## src/hdl/mlfq_pkg.sv

```systemverilog
// shared types, constants and helpers for the three-level feedback queue scheduler
// depends on nothing; imported by every module of the block
`default_nettype none

package mlfq_pkg;

    // queue sizing
    localparam int QUEUE_DEPTH = 16;
    localparam int LEVELS      = 3;
    localparam int PTR_W       = $clog2(QUEUE_DEPTH);
    localparam int CNT_W       = $clog2(QUEUE_DEPTH + 1);
    localparam int LVL_W       = 2;
    localparam int ADDR_W      = LVL_W + PTR_W;
    localparam int MEM_DEPTH   = LEVELS * (1 << PTR_W);

    // field widths
    localparam int ID_W     = 8;
    localparam int BURST_W  = 16;
    localparam int ENTRY_W  = ID_W + BURST_W;
    localparam int SLICE_W  = 8;
    localparam int TIME_W   = 32;
    localparam int STATUS_W = 3;
    localparam int CFG_IDX_W = 2;

    // level codes
    localparam logic [LVL_W-1:0] LVL_ZERO = 2'd0;
    localparam logic [LVL_W-1:0] LVL_ONE  = 2'd1;
    localparam logic [LVL_W-1:0] LVL_TWO  = 2'd2;

    // action codes
    localparam logic ACT_ADMIT    = 1'b0;
    localparam logic ACT_DISPATCH = 1'b1;

    // result status codes
    localparam logic [STATUS_W-1:0] ST_ADMITTED = 3'd0;
    localparam logic [STATUS_W-1:0] ST_REFUSED  = 3'd1;
    localparam logic [STATUS_W-1:0] ST_FINISHED = 3'd2;
    localparam logic [STATUS_W-1:0] ST_DEMOTED  = 3'd3;
    localparam logic [STATUS_W-1:0] ST_IDLE     = 3'd4;

    // configuration register indexes
    localparam logic [CFG_IDX_W-1:0] REG_SLICE_ZERO = 2'd0;
    localparam logic [CFG_IDX_W-1:0] REG_SLICE_ONE  = 2'd1;

    // configuration reset values
    localparam logic [SLICE_W-1:0] SLICE_ZERO_RST = 8'd4;
    localparam logic [SLICE_W-1:0] SLICE_ONE_RST  = 8'd8;

    typedef struct packed {
        logic [SLICE_W-1:0] slice_zero;
        logic [SLICE_W-1:0] slice_one;
    } cfg_t;

    // request from the controller to the queue store
    typedef struct packed {
        logic               wr_en;
        logic [ADDR_W-1:0]  wr_addr;
        logic [ENTRY_W-1:0] wr_data;
        logic               rd_en;
        logic [ADDR_W-1:0]  rd_addr;
    } mem_req_t;

    typedef struct packed {
        logic [STATUS_W-1:0] status;
        logic [ID_W-1:0]     served_id;
        logic [LVL_W-1:0]    served_level;
        logic [BURST_W-1:0]  run_amount;
        logic [TIME_W-1:0]   time_now;
    } res_t;

    // ring pointer advance with wrap at the queue depth
    function automatic logic [PTR_W-1:0] ptr_inc(input logic [PTR_W-1:0] p);
        logic [PTR_W-1:0] r;
        if (p == PTR_W'(QUEUE_DEPTH - 1))
            r = '0;
        else
            r = p + PTR_W'(1);
        return r;
    endfunction

endpackage

`default_nettype wire

```

## src/hdl/mlfq_store.sv

```systemverilog
// queue entry store: all three level fifos in one synchronous memory
// one write and one registered read per cycle; depends on mlfq_pkg
`default_nettype none

module mlfq_store (
    input  wire logic                      clk,
    input  wire mlfq_pkg::mem_req_t        req,
    output logic [mlfq_pkg::ENTRY_W-1:0]   rd_data
);
    import mlfq_pkg::*;

    logic [ENTRY_W-1:0] mem [MEM_DEPTH];

    // write port
    always_ff @(posedge clk)
    begin
        if (req.wr_en)
            mem[req.wr_addr] <= req.wr_data;
    end

    // registered read port
    always_ff @(posedge clk)
    begin
        if (req.rd_en)
            rd_data <= mem[req.rd_addr];
    end

endmodule

`default_nettype wire

```

## src/hdl/mlfq_ctrl.sv

```systemverilog
// scheduling controller: ring pointers, counts, time and the read-modify-write sequence
// drives the queue store; depends on mlfq_pkg
`default_nettype none

module mlfq_ctrl (
    input  wire logic                        clk,
    input  wire logic                        rst_n,
    input  wire logic                        in_valid,
    output logic                             in_stall,
    input  wire logic                        action,
    input  wire logic [mlfq_pkg::ID_W-1:0]   task_id,
    input  wire logic [mlfq_pkg::BURST_W-1:0] burst,
    input  wire mlfq_pkg::cfg_t              cfg,
    output mlfq_pkg::mem_req_t               mem_req,
    input  wire logic [mlfq_pkg::ENTRY_W-1:0] rd_data,
    output logic                             res_valid,
    input  wire logic                        res_ready,
    output mlfq_pkg::res_t                   res
);
    import mlfq_pkg::*;

    localparam logic [1:0] S_IDLE = 2'd0;
    localparam logic [1:0] S_EXEC = 2'd1;
    localparam logic [1:0] S_EMIT = 2'd2;

    logic [1:0]        state_reg,  state_next;
    logic [PTR_W-1:0]  head_reg    [LEVELS];
    logic [PTR_W-1:0]  head_next   [LEVELS];
    logic [PTR_W-1:0]  tail_reg    [LEVELS];
    logic [PTR_W-1:0]  tail_next   [LEVELS];
    logic [CNT_W-1:0]  count_reg   [LEVELS];
    logic [CNT_W-1:0]  count_next  [LEVELS];
    logic [CNT_W-1:0]  live_reg,   live_next;
    logic [TIME_W-1:0] time_reg,   time_next;
    logic [LVL_W-1:0]  sel_lvl_reg, sel_lvl_next;
    res_t              res_reg,    res_next;

    logic [LVL_W-1:0]   pick_lvl;
    logic               any_ready;
    logic [LVL_W-1:0]   push_lvl;
    logic [BURST_W-1:0] rem;
    logic [BURST_W-1:0] slice_ext;
    logic [BURST_W-1:0] run;
    logic [BURST_W-1:0] rem_left;

    // strict priority pick over the level counts
    always_comb
    begin
        any_ready = 1'b1;
        if (count_reg[0] != '0)
            pick_lvl = LVL_ZERO;
        else if (count_reg[1] != '0)
            pick_lvl = LVL_ONE;
        else
        begin
            pick_lvl  = LVL_TWO;
            any_ready = (count_reg[2] != '0);
        end
    end

    // run length of the head entry read last cycle
    always_comb
    begin
        rem       = rd_data[BURST_W-1:0];
        slice_ext = (sel_lvl_reg == LVL_ZERO) ? {{(BURST_W-SLICE_W){1'b0}}, cfg.slice_zero}
                                              : {{(BURST_W-SLICE_W){1'b0}}, cfg.slice_one};
        if (sel_lvl_reg == LVL_TWO)
            run = rem;
        else
            run = (rem < slice_ext) ? rem : slice_ext;
        rem_left = rem - run;
        push_lvl = (sel_lvl_reg == LVL_TWO) ? LVL_TWO : sel_lvl_reg + LVL_W'(1);
    end

    // sequencer
    always_comb
    begin
        state_next   = state_reg;
        head_next    = head_reg;
        tail_next    = tail_reg;
        count_next   = count_reg;
        live_next    = live_reg;
        time_next    = time_reg;
        sel_lvl_next = sel_lvl_reg;
        res_next     = res_reg;
        mem_req      = '0;

        case (state_reg)
            S_IDLE:
            begin
                if (in_valid)
                begin
                    res_next = '0;
                    if (action == ACT_ADMIT)
                    begin
                        res_next.time_now = time_reg;
                        if (live_reg >= CNT_W'(QUEUE_DEPTH))
                            res_next.status = ST_REFUSED;
                        else
                        begin
                            mem_req.wr_en   = 1'b1;
                            mem_req.wr_addr = {LVL_ZERO, tail_reg[0]};
                            mem_req.wr_data = {task_id, burst};
                            tail_next[0]    = ptr_inc(tail_reg[0]);
                            count_next[0]   = count_reg[0] + CNT_W'(1);
                            live_next       = live_reg + CNT_W'(1);
                            res_next.status = ST_ADMITTED;
                        end
                        state_next = S_EMIT;
                    end
                    else if (!any_ready)
                    begin
                        time_next         = time_reg + TIME_W'(1);
                        res_next.status   = ST_IDLE;
                        res_next.time_now = time_reg + TIME_W'(1);
                        state_next        = S_EMIT;
                    end
                    else
                    begin
                        // pop the head now, its entry arrives next cycle
                        mem_req.rd_en       = 1'b1;
                        mem_req.rd_addr     = {pick_lvl, head_reg[pick_lvl]};
                        head_next[pick_lvl] = ptr_inc(head_reg[pick_lvl]);
                        count_next[pick_lvl] = count_reg[pick_lvl] - CNT_W'(1);
                        sel_lvl_next        = pick_lvl;
                        state_next          = S_EXEC;
                    end
                end
            end

            S_EXEC:
            begin
                time_next             = time_reg + {{(TIME_W-BURST_W){1'b0}}, run};
                res_next.served_id    = rd_data[ENTRY_W-1:BURST_W];
                res_next.served_level = sel_lvl_reg;
                res_next.run_amount   = run;
                res_next.time_now     = time_reg + {{(TIME_W-BURST_W){1'b0}}, run};
                if (rem_left == '0)
                begin
                    if (live_reg != '0)
                        live_next = live_reg - CNT_W'(1);
                    res_next.status = ST_FINISHED;
                end
                else
                begin
                    // demote to the next level
                    mem_req.wr_en       = 1'b1;
                    mem_req.wr_addr     = {push_lvl, tail_reg[push_lvl]};
                    mem_req.wr_data     = {rd_data[ENTRY_W-1:BURST_W], rem_left};
                    tail_next[push_lvl] = ptr_inc(tail_reg[push_lvl]);
                    count_next[push_lvl] = count_reg[push_lvl] + CNT_W'(1);
                    res_next.status     = ST_DEMOTED;
                end
                state_next = S_EMIT;
            end

            S_EMIT:
            begin
                if (res_ready)
                    state_next = S_IDLE;
            end

            default:
            begin
                state_next = S_IDLE;
            end
        endcase
    end

    // control state
    always_ff @(posedge clk or negedge rst_n)
    begin
        if (!rst_n)
        begin
            state_reg <= S_IDLE;
            live_reg  <= '0;
            time_reg  <= '0;
            for (int i = 0; i < LEVELS; i++)
            begin
                head_reg[i]  <= '0;
                tail_reg[i]  <= '0;
                count_reg[i] <= '0;
            end
        end
        else
        begin
            state_reg <= state_next;
            live_reg  <= live_next;
            time_reg  <= time_next;
            head_reg  <= head_next;
            tail_reg  <= tail_next;
            count_reg <= count_next;
        end
    end

    // result payload and served level
    always_ff @(posedge clk)
    begin
        res_reg     <= res_next;
        sel_lvl_reg <= sel_lvl_next;
    end

    assign in_stall  = (state_reg != S_IDLE);
    assign res_valid = (state_reg == S_EMIT);
    assign res       = res_reg;

endmodule

`default_nettype wire

```

## src/hdl/three_level_feedback_queue_scheduler.sv

```systemverilog
// Three-level feedback queue scheduler.
// Input channel (in_valid / in_stall): one item per transfer, action selects
// admit (task_id, burst to the tail of level 0, unless 16 tasks are live) or
// dispatch (serve the first non-empty level's head, demote it if time is left).
// Output channel (out_valid / out_stall): exactly one result per input item,
// in order: status, served_id, served_level, run_amount, time_now.
// Configuration channel (cfg_valid / cfg_ready, always ready): index 0 sets the
// level-0 slice, index 1 the level-1 slice; other indexes are ignored.
// Write it only while no item is in flight.
// An admit or idle dispatch passes its result from the controller's result
// register to the output register; a dispatch that runs a task first reads
// its entry from the queue memory. One item at a time: the next item is
// taken once the result has been handed to the output register.
// Reset empties all queues, clears time and restores slices to 4 and 8.
// While the receiver stalls, the result holds in the output register, the
// next item is still taken and its result waits in the controller.
`default_nettype none

module three_level_feedback_queue_scheduler (
    input  wire logic                              clk,
    input  wire logic                              rst_n,
    input  wire logic                              in_valid,
    output logic                                   in_stall,
    input  wire logic                              action,
    input  wire logic [mlfq_pkg::ID_W-1:0]         task_id,
    input  wire logic [mlfq_pkg::BURST_W-1:0]      burst,
    output logic                                   out_valid,
    input  wire logic                              out_stall,
    output logic [mlfq_pkg::STATUS_W-1:0]          status,
    output logic [mlfq_pkg::ID_W-1:0]              served_id,
    output logic [mlfq_pkg::LVL_W-1:0]             served_level,
    output logic [mlfq_pkg::BURST_W-1:0]           run_amount,
    output logic [mlfq_pkg::TIME_W-1:0]            time_now,
    input  wire logic                              cfg_valid,
    output logic                                   cfg_ready,
    input  wire logic [mlfq_pkg::CFG_IDX_W-1:0]    cfg_index,
    input  wire logic [mlfq_pkg::SLICE_W-1:0]      cfg_data
);
    import mlfq_pkg::*;

    cfg_t               cfg_reg;
    mem_req_t           mem_req;
    logic [ENTRY_W-1:0] rd_data;
    logic               res_valid;
    logic               res_ready;
    res_t               res;
    logic               out_valid_reg;
    res_t               out_res_reg;

    // configuration registers
    always_ff @(posedge clk or negedge rst_n)
    begin
        if (!rst_n)
        begin
            cfg_reg.slice_zero <= SLICE_ZERO_RST;
            cfg_reg.slice_one  <= SLICE_ONE_RST;
        end
        else if (cfg_valid && cfg_ready)
        begin
            case (cfg_index)
                REG_SLICE_ZERO: cfg_reg.slice_zero <= cfg_data;
                REG_SLICE_ONE:  cfg_reg.slice_one  <= cfg_data;
                default:        ;
            endcase
        end
    end

    assign cfg_ready = 1'b1;

    mlfq_store u_store (
        .clk     (clk),
        .req     (mem_req),
        .rd_data (rd_data)
    );

    mlfq_ctrl u_ctrl (
        .clk       (clk),
        .rst_n     (rst_n),
        .in_valid  (in_valid),
        .in_stall  (in_stall),
        .action    (action),
        .task_id   (task_id),
        .burst     (burst),
        .cfg       (cfg_reg),
        .mem_req   (mem_req),
        .rd_data   (rd_data),
        .res_valid (res_valid),
        .res_ready (res_ready),
        .res       (res)
    );

    // output register, loads whenever it is empty or being drained
    assign res_ready = !out_valid_reg || !out_stall;

    always_ff @(posedge clk or negedge rst_n)
    begin
        if (!rst_n)
            out_valid_reg <= 1'b0;
        else if (res_ready)
            out_valid_reg <= res_valid;
    end

    always_ff @(posedge clk)
    begin
        if (res_ready && res_valid)
            out_res_reg <= res;
    end

    assign out_valid    = out_valid_reg;
    assign status       = out_res_reg.status;
    assign served_id    = out_res_reg.served_id;
    assign served_level = out_res_reg.served_level;
    assign run_amount   = out_res_reg.run_amount;
    assign time_now     = out_res_reg.time_now;

endmodule

`default_nettype wire

```

## config.mk

```make
export PLATFORM = sky130hd
export DESIGN_NAME = three_level_feedback_queue_scheduler
export DESIGN_NICKNAME = d
export VERILOG_FILES = /design/src/hdl/mlfq_pkg.sv /design/src/hdl/mlfq_store.sv /design/src/hdl/mlfq_ctrl.sv /design/src/hdl/three_level_feedback_queue_scheduler.sv
export SDC_FILE = /design/constraint.sdc
export NUM_CORES = 2
export LEC_CHECK = 0
export BUFFER_PORTS_ARGS = -buffer_cell sky130_fd_sc_hd__buf_2
export CAP_MARGIN = 20
export CELL_PAD_IN_SITES_DETAIL_PLACEMENT = 1
export CELL_PAD_IN_SITES_GLOBAL_PLACEMENT = 1
export CORE_MARGIN = 1.5
export CORE_UTILIZATION = 50
export CTS_BUF_LIST = sky130_fd_sc_hd__clkbuf_4 sky130_fd_sc_hd__clkbuf_8 sky130_fd_sc_hd__clkbuf_16
export DETAILED_ROUTE_END_ITERATION = 8
export MAX_ROUTING_LAYER = met4
export PLACE_DENSITY_LB_ADDON = 0.25
export SLEW_MARGIN = 20
export SYNTH_ARGS = -nofsm -noshare
export SYNTH_HDL_FRONTEND = slang
export SYNTH_HIERARCHICAL = 1
export SYNTH_SLANG_ARGS = --single-unit
```

## constraint.sdc

```tcl
create_clock -name clk -period 16.1 [get_ports clk]
set_clock_uncertainty 0.05 [all_clocks]
set_input_delay 3.22 -clock clk [delete_from_list [all_inputs] [get_ports clk]]
set_output_delay 3.22 -clock clk [all_outputs]
set_load 0.03 [all_outputs]
```

==> results.py <==
metrics = {
    "floorplanning": {
        "die_w_um": 343.9,
        "pin_count": 104,
        "core_sq_um": 114800,
        "dieArea_sq_um": 118300,
        "die_y_um": 343.9,
        "initial_core_util_pct": 50.61,
        "row_count": 124,
    },
    "synth": {
        "syn_area_per_cell_sq_um": 16.66,
        "netlist_area_sq_um": 58110,
        "syn_inst": 3488,
        "synthArstFlopShare_pct": 6.810,
        "synthDominantCellAreaShare_pct": 67.18,
        "ys_ff_latch": 1395,
        "yosysWarnings": 6,
        "ys.flop_type": "edfxtp_1",
        "seq_area_frac_synth_pct": 71.28,
        "synth_edf_count": 1300,
        "yosys.area.top_type": "edfxtp_1",
        "yosysUniqueCellTypes": 80,
        "syn_nets": 3584,
        "synthTopCellsByArea": "edfxtp_1 67%, mux2i_1 7.0%, mux4_2 4.7%, dfrtp_1 4.0%, a21oi_1 1.3%",
    },
    "clock_tree": {
        "clkLatencyLatePin_ps": 760,
        "cts-root-buf": "clkbuf_16",
        "htree_levels": 4,
        "cts_tree": "done",
        "post-cts-setup-buffers": 0,
        "ctsHoldBuffers": 0,
        "cts_resized": 0,
        "cts_buffers": 144,
        "cts_buffer_depth": 3,
        "clkTransAtPathRegs_ps": 60,
        "cts_num_sinks": 1395,
    },
    "critical_path": {
        "r2r_slack_ps": 6490,
        "critical_path_arrival_ps": 9970,
        "r2r_end": "u_store/mem[34][23]",
        "crit_fanout": 22,
        "required_ps": 16460,
        "reg2reg_from": "u_ctrl/sel_lvl_reg[0]",
        "path_buf_inv": 4,
        "crit_path_end_kind": "flip-flop",
        "path_delay_family": "simple AND/OR/NAND/NOR gates",
        "startpoint_type": "flip-flop",
        "path_class": "reg -> reg",
        "worst_r2r_path_depth": 26,
        "slowest_delay_ps": 800,
        "cpMaxStageDelayCell": "nor4bb_1",
    },
    "placed_design": {
        "port_buffers": 102,
        "placed_cells_incl_taps": 5004,
        "gp_congestion": 0.8874,
        "hpwl_mm": 101.2,
    },
    "routing": {
        "routed_via_density": 6.441,
        "dr.pass1.iters": 5,
        "wire_per_inst_um": 31.55,
        "wl_mm": 166.2,
        "dr.first_iter.drc_count": 3634,
        "drtAntennaViolNets": 0,
        "num_vias": 33946,
        "drc_errors": 0,
    },
    "sta": {
        "max_slew.worst_pin.slew_ps": 1137,
        "period_needed_ps": 9615,
        "finalSetupTns_ps": 0,
        "setup_viol": 0,
        "fmax_ghz": 0.1040,
        "slew_headroom_pct": 24.11,
        "min_period_over_period_pct": 59.72,
        "holdWs_ps": 369.0,
        "maxSlewViolCount": 0,
        "hold_viol_final": 0,
        "rsz0062_at_grt": "no",
    },
    "power_and_ir_drop": {
        "vdd_drop_max_v": 0.0001348,
        "power_density_nw_per_um2": 150.9,
        "leakagePower_nw": 21.45,
        "p_total_mw": 9.887,
    },
    "global_routing": {
        "grt_max_degree": 122,
        "grt_pass1_wl_mm": 241.2,
        "groute.usage.overall_pct": 29.06,
        "grt_use_met3_pct": 4.856,
        "antenna_found_initial": 8,
        "busiest_layer": "met2",
        "grt_pass1_vias": 35018,
        "met2_usage_pct": 45.86,
        "grt-ovfl-total": 0,
        "met1_usage_pct": 38.70,
    },
    "final_layout": {
        "utilization_pct": 57.07,
        "stdcell_count": 5270,
        "area_growth_pct": 12.77,
        "largest_reg_flops": 1152,
        "drive_gt1_share_pct": 18.84,
        "fin_nets": 3735,
    },
    "min_path": {
        "whs_path_depth": 0,
        "min-delay-start": "u_ctrl/res[49]",
        "min_to": "served_level[1]",
        "hold_path.class": "reg -> reg",
    },
    "run": {
        "drv_cap": 0,
    },
    "outcome": {
        "status": "finished clean",
    },
}
[logic make-up after synthesis]
logic type,Yosys count,synth area share (%)
compound gates,656,8.111
fa+ha+maj,56,1.245
xor+xnor,54,0.8139
mux,562,12.34
other cells,1,0.006453
simple gates,519,4.197
buf+inv,245,2.009
flops,1395,71.28
[per-layer routing]
layer / share of wire [%] / wire length [um]
met1: 41 / 67480
met2: 48 / 80420
met3: 7.8 / 12950
met4: 3.2 / 5399
met5: 0 / 0
[report_power, final]
part	leakage [nW]	internal (mW)	switching, mW	total (mW)
registers	13.2	4.31	0.153	4.47
clock network	2.40	2.02	1.41	3.43
logic	5.81	0.670	1.32	1.99
[area by class of cell]
class / instances / area [sq um]
fillers: 10377 / 49280
flip-flops and latches: 1395 / 41420
multi-input cells: 1848 / 15850
clock buffers: 170 / 3876
well taps: 1512 / 1892
repair buffers: 204 / 1315
clock inverters: 90 / 988.4
inverters: 46 / 172.7
diodes: 5 / 12.51
[Yosys cell counts (28+ instances only)]
cell	instances
inv_1	45
o21ai_0	83
nor2_1	168
edfxtp_1	1300
clkbuf_1	116
a221oi_1	54
nand3_1	46
mux4_2	120
ha_1	53
a22o_1	81
a22oi_1	98
dfrtp_1	93
nand2_1	154
a21oi_1	152
mux2i_1	406
xnor2_1	37
o22ai_1	40
mux2_2	36
buf_4	28
[worst max-delay path by stage]
| stage | start | endpoint | slack, ps | cells after the start |
|---|---|---|---|---|
| after floorplan | in_valid | u_store/mem[32][0] | 6390 | 7 |
| after global placement | action | u_store/rd_data[2] | 6880 | 12 |
| after detailed placement | action | u_store/rd_data[2] | 6780 | 12 |
| after CTS | u_ctrl/sel_lvl_reg[0] | u_store/mem[34][21] | 6690 | 26 |
| after global routing | u_ctrl/sel_lvl_reg[0] | u_store/mem[34][21] | 5850 | 26 |
| final | u_ctrl/sel_lvl_reg[0] | u_store/mem[34][23] | 6490 | 26 |
[layout by cell type (no fill, tap or decap), types with 22 or more instances in the layout]
master     count
mux4_2       120
o22ai_1       40
clkbuf_16    147
a21oi_1      151
o21ai_0       77
inv_1         45
nor3_1        24
nand3_1       46
edfxtp_1    1300
nor2_1       116
xnor2_1       37
buf_4        100
clkinv_1      30
clkinv_2      22
mux2_2        36
a22oi_1       98
a22o_1        71
ha_1          53
dfrtp_1       93
nand2_1      154
mux2i_1      406
o41ai_2       24
buf_2        101
a221oi_1      54
nor2_2        47
[metrics by stage]
stage	setup slack [ps]	area (sq um)
floorplan	6388	58110
global placement	6882	60560
detailed placement	6777	60570
CTS	6687	65430
global route	5852	65520
finish	6486	65530
(Power assumes the default switching activity.)
